===== config.mk =====
export PLATFORM = sky130hd
export DESIGN_NAME = sorted_array_list
export DESIGN_NICKNAME = d
export VERILOG_FILES = /design/src/rtl/sal_pkg.sv /design/src/rtl/sorted_array_list.sv
export SDC_FILE = /design/constraint.sdc
export NUM_CORES = 2
export LEC_CHECK = 0
export BUFFER_PORTS_ARGS = -buffer_cell sky130_fd_sc_hd__buf_2
export CAP_MARGIN = 20
export CORE_MARGIN = 5
export CORE_UTILIZATION = 45
export CTS_BUF_LIST = sky130_fd_sc_hd__clkbuf_8 sky130_fd_sc_hd__clkbuf_16
export DETAILED_ROUTE_END_ITERATION = 10
export GPL_ROUTABILITY_DRIVEN = 1
export GPL_TIMING_DRIVEN = 0
export PLACE_DENSITY = 0.59
export SLEW_MARGIN = 10
export SYNTH_ARGS = -nofsm -noshare
export SYNTH_HDL_FRONTEND = slang
export SYNTH_SLANG_ARGS = --single-unit

===== constraint.sdc =====
create_clock -name clk -period 6 [get_ports clk]
set_input_delay 0.9 -clock clk [delete_from_list [all_inputs] [get_ports clk]]
set_output_delay 0.9 -clock clk [all_outputs]
set_load 0.01 [all_outputs]

===== src/rtl/sal_pkg.sv =====
// Shared types, constants and request codes for the sorted array list.
package sal_pkg;

    localparam int DEPTH = 64;
    localparam int AW    = $clog2(DEPTH);
    localparam int CW    = $clog2(DEPTH + 1);
    localparam int KW    = 32;

    localparam logic [2:0] REQ_INSERT = 3'd0;
    localparam logic [2:0] REQ_APPEND = 3'd1;
    localparam logic [2:0] REQ_DELETE = 3'd2;
    localparam logic [2:0] REQ_READ   = 3'd3;
    localparam logic [2:0] REQ_CLEAR  = 3'd4;

    typedef struct packed {
        logic [2:0]           req_type;
        logic signed [KW-1:0] key;
        logic [5:0]           index;
    } sal_req_t;

    typedef struct packed {
        logic                 ok;
        logic [6:0]           count;
        logic signed [KW-1:0] read_key;
    } sal_rsp_t;

    typedef enum logic [2:0] {
        ST_IDLE,
        ST_INS_CMP,
        ST_INS_PUT,
        ST_DEL_CMP,
        ST_DEL_SHIFT,
        ST_RD_WAIT,
        ST_RESP
    } sal_state_t;

endpackage


===== src/rtl/sorted_array_list.sv =====
// Top level of the sorted array list: key store, request sequencer and result register.
//
//  channel | valid     | stall     | payload
//  --------+-----------+-----------+---------------------------------
//  request | req_valid | req_stall | req  (req_type, key, index)
//  result  | rsp_valid | rsp_stall | rsp  (ok, count, read_key)
//
// One request at a time; req_stall is high from acceptance until the result
// is loaded into the output register. Clear, append, an insert into an empty
// list and the full-list and empty-list failures go straight to the result;
// a read waits for the registered key memory; a sorted insert shifts up every
// key greater than the new one; a delete searches for a match and shifts down.
// The key memory has a single write port, so a shift moves one entry per cycle.
// Reset (rst_n low, async) empties the list; stored keys are not cleared.
// A stalled result holds the sequencer in the result state until taken.
module sorted_array_list (
    input  logic              clk,
    input  logic              rst_n,
    input  logic              req_valid,
    output logic              req_stall,
    input  sal_pkg::sal_req_t req,
    output logic              rsp_valid,
    input  logic              rsp_stall,
    output sal_pkg::sal_rsp_t rsp
);
    import sal_pkg::*;

    // key store: one write port, one registered read port
    logic [KW-1:0] mem [DEPTH];
    logic          wr_en;
    logic [AW-1:0] wr_addr;
    logic [KW-1:0] wr_data;
    logic [AW-1:0] rd_addr;
    logic [KW-1:0] rd_data_reg;

    sal_state_t    state_reg, state_next;
    logic [CW-1:0] used_reg, used_next;
    logic [CW-1:0] ptr_reg, ptr_next;
    logic [KW-1:0] key_reg, key_next;
    logic          res_ok_reg, res_ok_next;
    logic [KW-1:0] res_key_reg, res_key_next;
    logic          rsp_valid_reg, rsp_valid_next;
    sal_rsp_t      rsp_reg, rsp_next;

    logic [CW-1:0] ptr_dec;
    logic [CW-1:0] ptr_inc;
    logic          slot_free;

    always_ff @(posedge clk)
    begin
        if (wr_en)
        begin
            mem[wr_addr] <= wr_data;
        end
        rd_data_reg <= mem[rd_addr];
    end

    always_ff @(posedge clk or negedge rst_n)
    begin
        if (!rst_n)
        begin
            state_reg     <= ST_IDLE;
            used_reg      <= '0;
            rsp_valid_reg <= 1'b0;
        end
        else
        begin
            state_reg     <= state_next;
            used_reg      <= used_next;
            rsp_valid_reg <= rsp_valid_next;
        end
    end

    always_ff @(posedge clk)
    begin
        ptr_reg     <= ptr_next;
        key_reg     <= key_next;
        res_ok_reg  <= res_ok_next;
        res_key_reg <= res_key_next;
        rsp_reg     <= rsp_next;
    end

    assign ptr_dec   = ptr_reg - CW'(1);
    assign ptr_inc   = ptr_reg + CW'(1);
    assign slot_free = !rsp_valid_reg || !rsp_stall;

    always_comb
    begin
        state_next     = state_reg;
        used_next      = used_reg;
        ptr_next       = ptr_reg;
        key_next       = key_reg;
        res_ok_next    = res_ok_reg;
        res_key_next   = res_key_reg;
        rsp_next       = rsp_reg;
        rsp_valid_next = rsp_valid_reg && rsp_stall;
        wr_en          = 1'b0;
        wr_addr        = ptr_reg[AW-1:0];
        wr_data        = key_reg;
        rd_addr        = ptr_reg[AW-1:0];

        case (state_reg)
            ST_IDLE:
            begin
                if (req_valid)
                begin
                    key_next     = req.key;
                    res_ok_next  = 1'b0;
                    res_key_next = '0;
                    state_next   = ST_RESP;
                    case (req.req_type)
                        REQ_INSERT:
                        begin
                            if (used_reg < CW'(DEPTH))
                            begin
                                if (used_reg == '0)
                                begin
                                    // empty list: key goes straight to slot 0
                                    wr_en       = 1'b1;
                                    wr_addr     = '0;
                                    wr_data     = req.key;
                                    used_next   = CW'(1);
                                    res_ok_next = 1'b1;
                                end
                                else
                                begin
                                    ptr_next   = used_reg;
                                    rd_addr    = AW'(used_reg - CW'(1));
                                    state_next = ST_INS_CMP;
                                end
                            end
                        end
                        REQ_APPEND:
                        begin
                            if (used_reg < CW'(DEPTH))
                            begin
                                wr_en       = 1'b1;
                                wr_addr     = used_reg[AW-1:0];
                                wr_data     = req.key;
                                used_next   = used_reg + CW'(1);
                                res_ok_next = 1'b1;
                            end
                        end
                        REQ_DELETE:
                        begin
                            if (used_reg != '0)
                            begin
                                ptr_next   = '0;
                                rd_addr    = '0;
                                state_next = ST_DEL_CMP;
                            end
                        end
                        REQ_READ:
                        begin
                            if (CW'(req.index) < used_reg)
                            begin
                                rd_addr    = req.index[AW-1:0];
                                state_next = ST_RD_WAIT;
                            end
                        end
                        REQ_CLEAR:
                        begin
                            used_next   = '0;
                            res_ok_next = 1'b1;
                        end
                        default:
                        begin
                            res_ok_next = 1'b0;
                        end
                    endcase
                end
            end

            // rd_data_reg holds entry ptr-1
            ST_INS_CMP:
            begin
                if ($signed(rd_data_reg) > $signed(key_reg))
                begin
                    wr_en    = 1'b1;
                    wr_addr  = ptr_reg[AW-1:0];
                    wr_data  = rd_data_reg;
                    ptr_next = ptr_dec;
                    if (ptr_dec == '0)
                    begin
                        state_next = ST_INS_PUT;
                    end
                    else
                    begin
                        rd_addr = AW'(ptr_dec - CW'(1));
                    end
                end
                else
                begin
                    wr_en       = 1'b1;
                    wr_addr     = ptr_reg[AW-1:0];
                    wr_data     = key_reg;
                    used_next   = used_reg + CW'(1);
                    res_ok_next = 1'b1;
                    state_next  = ST_RESP;
                end
            end

            ST_INS_PUT:
            begin
                wr_en       = 1'b1;
                wr_addr     = '0;
                wr_data     = key_reg;
                used_next   = used_reg + CW'(1);
                res_ok_next = 1'b1;
                state_next  = ST_RESP;
            end

            // rd_data_reg holds entry ptr
            ST_DEL_CMP:
            begin
                if (rd_data_reg == key_reg)
                begin
                    res_ok_next = 1'b1;
                    if (ptr_inc == used_reg)
                    begin
                        used_next  = used_reg - CW'(1);
                        state_next = ST_RESP;
                    end
                    else
                    begin
                        rd_addr    = ptr_inc[AW-1:0];
                        state_next = ST_DEL_SHIFT;
                    end
                end
                else if (ptr_inc == used_reg)
                begin
                    state_next = ST_RESP;
                end
                else
                begin
                    ptr_next = ptr_inc;
                    rd_addr  = ptr_inc[AW-1:0];
                end
            end

            // rd_data_reg holds entry ptr+1, moved down to ptr
            ST_DEL_SHIFT:
            begin
                wr_en    = 1'b1;
                wr_addr  = ptr_reg[AW-1:0];
                wr_data  = rd_data_reg;
                ptr_next = ptr_inc;
                if (ptr_inc + CW'(1) == used_reg)
                begin
                    used_next  = used_reg - CW'(1);
                    state_next = ST_RESP;
                end
                else
                begin
                    rd_addr = AW'(ptr_inc + CW'(1));
                end
            end

            ST_RD_WAIT:
            begin
                res_key_next = rd_data_reg;
                res_ok_next  = 1'b1;
                state_next   = ST_RESP;
            end

            ST_RESP:
            begin
                if (slot_free)
                begin
                    rsp_next.ok       = res_ok_reg;
                    rsp_next.count    = 7'(used_reg);
                    rsp_next.read_key = res_key_reg;
                    rsp_valid_next    = 1'b1;
                    state_next        = ST_IDLE;
                end
            end

            default:
            begin
                state_next = ST_IDLE;
            end
        endcase
    end

    assign req_stall = (state_reg != ST_IDLE);
    assign rsp_valid = rsp_valid_reg;
    assign rsp       = rsp_reg;

endmodule


Yosys cells after proc, flatten, opt, wreduce, memory -nomap -nowiden
Memories as Yosys holds them, arrays and structs flattened. A register that Yosys moved wholly into a read port is not among the register bits.
Cells that the tools add are included.
- multipliers: 0
- shifts and indexed selects: 0
- reductions and logical operators: 23
- divide/modulo/power cells: 0
- order comparisons: 3
- multiplexer cells: 74
- equality and inequality tests: 31
- bitwise gates (word level): 0
- add/sub/neg operators: 6
- operator list (operator ; count):
    $mux W32 ; 6
    $pmux W32 S2 ; 2
    $mux W7 ; 15
    $pmux W32 S3 ; 1
    $mux W6 ; 13
    $pmux W7 S5 ; 1
    $eq A32 B32 Y1 ; 1
    $gt A32 B32 Y1 ; 1
    $mux W3 ; 10
    $pmux W7 S4 ; 1
    $pmux W6 S2 ; 2
    $pmux W6 S4 ; 1
    $add A7 B1 Y7 const B ; 3
    $ne A3 B3 Y1 const B ; 7
    $pmux W7 S3 ; 1
    $ne A2 B2 Y1 const B ; 9
    $pmux W3 S6 ; 1
    $pmux W6 S3 ; 1
    $eq A7 B7 Y1 ; 2
    $logic_not A7 Y1 ; 2
    $pmux W7 S2 ; 1
    $sub A7 B1 Y7 const B ; 2
    $eq A3 B2 Y1 const B ; 4
    $eq A3 B3 Y1 const B ; 4
    28 further kinds ; 46
- memories: 1
- RAM bits: 2048
- output and inout bits: 42
- flip-flop bits (word level): 123
- bits in read-only memories: 0
- input bits: 45
- latch bits: 0
- word-level logic and storage cells: 148
- memories (memory ; depth ; bits a word ; read ports ; clocked after Yosys merged registers in ; write ports ; RTL line ; RTL):
    mem ; 64 ; 32 ; 1 ; 1 ; 1 ; sorted_array_list.sv:29 ; logic [KW-1:0] mem [DEPTH];

Logic depth before layout (Yosys ltp)
- word-level depth: 8
- gate-level depth with buffers: 21
- depth with buffers taken out: 14

Worst setup path before layout
No wires, ideal clock.
- path type: reg-to-reg
- start: reg used_reg[0]
- end: mem mem[13][0], enable pin
- data arrival time: 4600 ps
- setup time: 421 ps
- stages on the path, launching flop included: 17
- buffers on the path: 3
- required time: 5579 ps
- period minus slack after synthesis: 5021 ps
- slack: 979 ps
- cells stage by stage: dfrtp_1 > buf_2 > inv_1 > ha_1 > or3b_1 > buf_2 > nor3_1 > o21ai_0 > nor2_1 > nand2_1 > a21oi_1 > nor3_1 > a21oi_1 > clkbuf_1 > nand2_1 > nand2b_1 > nor2_1
- cells in the longest elaborated chain, start to end: 8
- elaborated cells on any way between the ends: 16
- classes of those cells: order compare: 1; mux: 14; reduce/logical: 1
- RTL lines (element ; RTL line ; RTL):
    from (decl) ; sorted_array_list.sv:37 ; logic [CW-1:0] used_reg, used_next;
    from (signal assigned) ; sorted_array_list.sv:69 ; used_reg <= used_next;
    branches (longest 8 deep; another with $lt A7 B7 Y1) ; -- ;
    to (decl) ; sorted_array_list.sv:29 ;
Several ways; the timed one is not identified.

Final worst setup path
- start: reg ptr_reg[0]
- end: reg rd_data_reg[29] (read register of mem)
- cells in the longest elaborated chain, start to end: 5
- elaborated cells on any way between the ends: 18
- classes of those cells: add/sub: 4; eq/ne: 2; mux: 11; reduce/logical: 1
- RTL lines (element ; RTL line ; RTL):
    from (decl) ; sorted_array_list.sv:38 ; logic [CW-1:0] ptr_reg, ptr_next;
    from (signal assigned) ; sorted_array_list.sv:76 ; ptr_reg <= ptr_next;
    $add A7 B1 Y7 (tied with other cells) ; sorted_array_list.sv:84 ; assign ptr_inc = ptr_reg + CW'(1);
    $add A7 B1 Y7 (tied with other cells) ; sorted_array_list.sv:255 ; rd_addr = AW'(ptr_inc + CW'(1));
    $eq A7 B7 Y1 (tied with other cells) ; sorted_array_list.sv:248 ; if (ptr_inc + CW'(1) == used_reg)
    $mux W6, on equally long branches ; sorted_array_list.sv:248, sorted_array_list.sv:105, sorted_array_list.sv:177 ;
    $pmux W6 S4 (*) ; sorted_array_list.sv:102 ; case (state_reg)
    to (decl) ; sorted_array_list.sv:34 ; logic [KW-1:0] rd_data_reg;
Mark *: on every way between the ends. The rest lies on a longest branch, timed or not.
A chain may end at the register's enable or synchronous reset.

==> out/qor_table.md <==
| Quantity | Value |
|---|---|
| Remaining max-slew budget at the tightest pin | 6.508% |
| Setup crit end kind | flop |
| Critical Path Max Stage Delay | 790 ps |
| Aggregate negative setup slack | 0 ps |
| Worst path top cell family by delay | buffers and inverters |
| Final-layout fill cell count | 16270 |
| Die Width | 457.9 um |
| Worst Setup Path Type | reg -> reg |
| Routed WL | 301.4 mm |
| Worst Path Buf+Inv | 6 |
| Launch instance of the worst min-delay path | req[21] |
| Uppermost metal layer occupied by signal nets | met5 |
| Vertical die dimension | 457.9 um |
| Layout-stage area growth over the synthesis result | 17.81% |
| Cell depth of the worst setup path | 17 |
| Seq. cell area | 0.06578 mm2 |
| Worst hold path type | in -> reg |
| Number of distinct standard cells referenced by the synthesized netlist | 95 |
| Deepest clock path buffer count | 3 |
| Worst flop-to-flop path endpoint | rd_data_reg[29]$_DFF_P_ |
| Reg2reg setup slack | 30 ps |
| Routability-driven placement congestion ratio | 0.9320 |
| Per-cell routed wire length | 30.98 um |
| Status | complete, no violations |
| Number of max-cap violations | 0 |
| Number of top-level pins | 87 |
| Cell at the root of the clock tree | sky130_fd_sc_hd__clkbuf_16 |
| Largest net degree at the start of global routing | 65 |
| Cell count after synthesis | 6379 |
| TritonCTS clock tree | yes |
| H-tree level count | 4 |
| Main flop type after synthesis | sky130_fd_sc_hd__edfxtp_1 |
| Most frequent cells in the layout | 2160 x sky130_fd_sc_hd__edfxtp_1, 1209 x sky130_fd_sc_hd__nand2_1, 322 x sky130_fd_sc_hd__and3_1, 258 x sky130_fd_sc_hd__a211oi_1, 226 x sky130_fd_sc_hd__buf_2 |
| Number of antenna-violating nets in the routed design | 0 |
| Floorplan core area | 0.1997 mm2 |
| CP cell instances | buf_2, inv_1, ha_1, buf_2, a31oi_2, or3_4, a221oi_4, buf_4, a21oi_1, mux2i_1, o41ai_1, or3_1, clkbuf_1, nand2_1, clkbuf_1, nand3_1, a32oi_2 |
| Mean instance size in the synthesized netlist | 14.15 um2 |
| Depth of the most critical reg-to-reg path | 17 |
| Least-Margin Pin Slew | 1388 ps |
| Number of I/O port buffers | 86 |
| Hold Path Depth | 1 |
| Violation count after the first detailed-routing iteration | 8189 |
| Initial Utilization | 45.21% |
| Sink of the worst hold path | key_reg[15]$_DFFE_PP_ |
| Clock period minus final worst setup slack | 5968 ps |
| Synthesized area | 0.09027 mm2 |
| Overall via count from detail_route | 59720 |
| Wire length of the first global-routing pass | 420.7 mm |
| Worst-path fanout max | 10 |
| Signal arrival time at the worst endpoint | 6730 ps |
| Ratio of final minimum period to clock period | 99.47% |
| Hold violation count in the final report | 0 |
| Startpoint of the lowest-slack register-to-register path | ptr_reg[0]$_DFFE_PP_ |
| Detailed placer's ending HPWL | 214.6 mm |
| Global routing usage summed across all routing layers | 27.90% |
| Count of placed standard cells including taps | 9237 |
| Placed standard-cell area | 0.09688 mm2 |
| Number of global-route vias before repair | 56720 |
| Final clock skew | 58.97 ps |
| Clock net sink count | 2203 |
| Total setup violations reported at the end of the flow | 0 |
| Synth Register Bits | 2203 |
| Fraction of layout cells with a size suffix above 1 | 17.80% |
| Via density per instance | 6.140 |
| Achievable frequency | 0.1676 GHz |
| CTS clock-pin slew for the worst setup and hold paths | 60 ps |
| Core Util, Final | 53.27% |
| First drt pass iteration count | 7 |
| Detailed route wirelength on metal2 | 137.4 mm |
| Area taken by multi-input logic gates | 0.02372 mm2 |
| Remaining routing DRC violations | 0 |
| Final instance area | 0.1063 mm2 |
| Worst EP required | 6760 ps |
| CP max-delay cell | sky130_fd_sc_hd__clkbuf_1 |
| Wire length on met1 | 117.4 mm |
| Rows | 164 |
| Non-Filler Instances | 9727 |
| Post-synthesis async set-or-reset flop share | 0.4993% |
| Routed wire length on met3 | 29.69 mm |
| Number of nets in the finished design | 6964 |
| Most common cell after layout, fill and taps aside | sky130_fd_sc_hd__edfxtp_1 |
| Number of antenna violations at the first check in global routing | 18 |
| Sum of overflow across all layers after global routing | 0 |
| Post-synth EDFFs | 2160 |
| Yosys warning count | 0 |
| Number of flip-flops in the largest register | 2048 |
| Die Outline Area | 0.2097 mm2 |
| CTS Buf Count | 222 |
| CP startpoint kind | flop |
| Clock latency on the worst-skew pair | 890 ps |
| Portion of the post-synthesis area used by sequential elements | 72.87% |
| Syn_nets | 6468 |
| Max-slew violation count | 0 |
cells in the mapped netlist (all sizes together), types with 6 or more instances:
cell | n | share of area (%)
edfxtp | 2160 | 72
nand2 | 1212 | 5.0
and3 | 324 | 2.3
a211oi | 258 | 2.1
nand3 | 255 | 1.4
clkbuf | 241 | 1.0
buf | 233 | 1.5
mux2i | 189 | 2.1
a21oi | 158 | 0.88
o21ai | 135 | 0.75
a311oi | 128 | 1.2
nor2 | 123 | 0.51
a22oi | 98 | 0.81
a31oi | 89 | 0.62
inv | 79 | 0.33
mux2 | 64 | 0.80
a31o | 62 | 0.60
ha | 44 | 0.61
and2 | 41 | 0.28
o211ai | 41 | 0.34
a221o | 39 | 0.43
a32oi | 34 | 0.33
a2111o | 32 | 0.40
a32o | 32 | 0.35
dfxtp | 32 | 0.71
o22a | 32 | 0.31
a222oi | 30 | 0.33
nor3 | 28 | 0.16
xnor2 | 20 | 0.19
or3 | 14 | 0.10
nand2b | 13 | 0.090
dfrtp | 11 | 0.30
nand4 | 11 | 0.076
nor2b | 11 | 0.076
nor4 | 10 | 0.086
a21o | 7 | 0.058
a22o | 6 | 0.058
xor2 | 6 | 0.067
per-stage QoR:
| step | setup WS, ps | hold WS (ps) |
|---|---|---|
| floorplan | 979.0 | 400.3 |
| global placement | -3172 | 401.2 |
| detailed placement | -1274 | 404.5 |
| CTS | -82.02 | 156.8 |
| global route | -12.20 | 192.4 |
| finish | 31.65 | 227.0 |
worst register-to-register path, stage by stage (launching register included):
cell and delay [ps]:
sky130_fd_sc_hd__edfxtp_1 460, sky130_fd_sc_hd__buf_2 280, sky130_fd_sc_hd__inv_1 200, sky130_fd_sc_hd__ha_1 320
sky130_fd_sc_hd__buf_2 230, sky130_fd_sc_hd__a31oi_2 190, sky130_fd_sc_hd__or3_4 430, sky130_fd_sc_hd__a221oi_4 250
sky130_fd_sc_hd__buf_4 160, sky130_fd_sc_hd__a21oi_1 100, sky130_fd_sc_hd__mux2i_1 220, sky130_fd_sc_hd__o41ai_1 90
sky130_fd_sc_hd__or3_1 370, sky130_fd_sc_hd__clkbuf_1 380, sky130_fd_sc_hd__nand2_1 380, sky130_fd_sc_hd__clkbuf_1 790
sky130_fd_sc_hd__nand3_1 530, sky130_fd_sc_hd__a32oi_2 480
worst max path at each step:
stage | endpoint | startpoint | slack (ps)
6_report | rd_data_reg[29]$_DFF_P_ | ptr_reg[0]$_DFFE_PP_ | 30
3_5_place_dp | rd_data_reg[20]$_DFF_P_ | used_reg[4]$_DFFE_PN0P_ | -1270
3_3_place_gp | mem[6][11]$_DFFE_PP_ | used_reg[0]$_DFFE_PN0P_ | -3170
4_1_cts | rd_data_reg[14]$_DFF_P_ | used_reg[4]$_DFFE_PN0P_ | -80
2_1_floorplan | mem[13][0]$_DFFE_PP_ | used_reg[0]$_DFFE_PN0P_ | 980
5_1_grt | rd_data_reg[29]$_DFF_P_ | ptr_reg[0]$_DFFE_PP_ | -10
cell type report:
class / instances / share of cell area [%]
flip-flops and latches: 2203 / 61.85
clock inverters: 187 / 1.400
multi-input cells: 3624 / 22.31
repair buffers: 273 / 3.452
diodes: 9 / 0.02118
plain buffers: 471 / 2.241
inverters: 80 / 0.3318
clock buffers: 224 / 5.271
well taps: 2656 / 3.125
metal layers:
metal  vias to the layer above  GRT usage, %
li1                      25660             -
met1                     30300         37.89
met2                      3210         43.26
met3                       546         5.319
met4                         4         13.90
met5                         -             0
cells by family (layout without fill, tap and decap cells):
logic type	Yosys count	after routing	synth area share (%)
buffers and inverters	554	1235	2.819
other	0	9	0
XOR/XNOR	27	27	0.2855
flip-flops	2203	2203	72.87
AO/OA/AOI/OAI	1236	1236	10.23
AND/OR/NAND/NOR	2061	2063	10.27
multiplexers	254	254	2.923
adder cells (fa/ha/maj)	44	44	0.6099
timing repair:
item / in CTS / in global routing
hold buffers: 1 / 0
endpoints found under the setup margin: 1014 / 973
endpoints found under the hold margin: 11 / 0
setup buffers: 44 / 25
cloned: 1 / 1
gates resized for setup: 240 / 154
pin swaps: 18 / 13
Power is left out: the tool's default activity adds up to more than one toggle a clock period on the data nets, which glitch-free logic cannot reach.
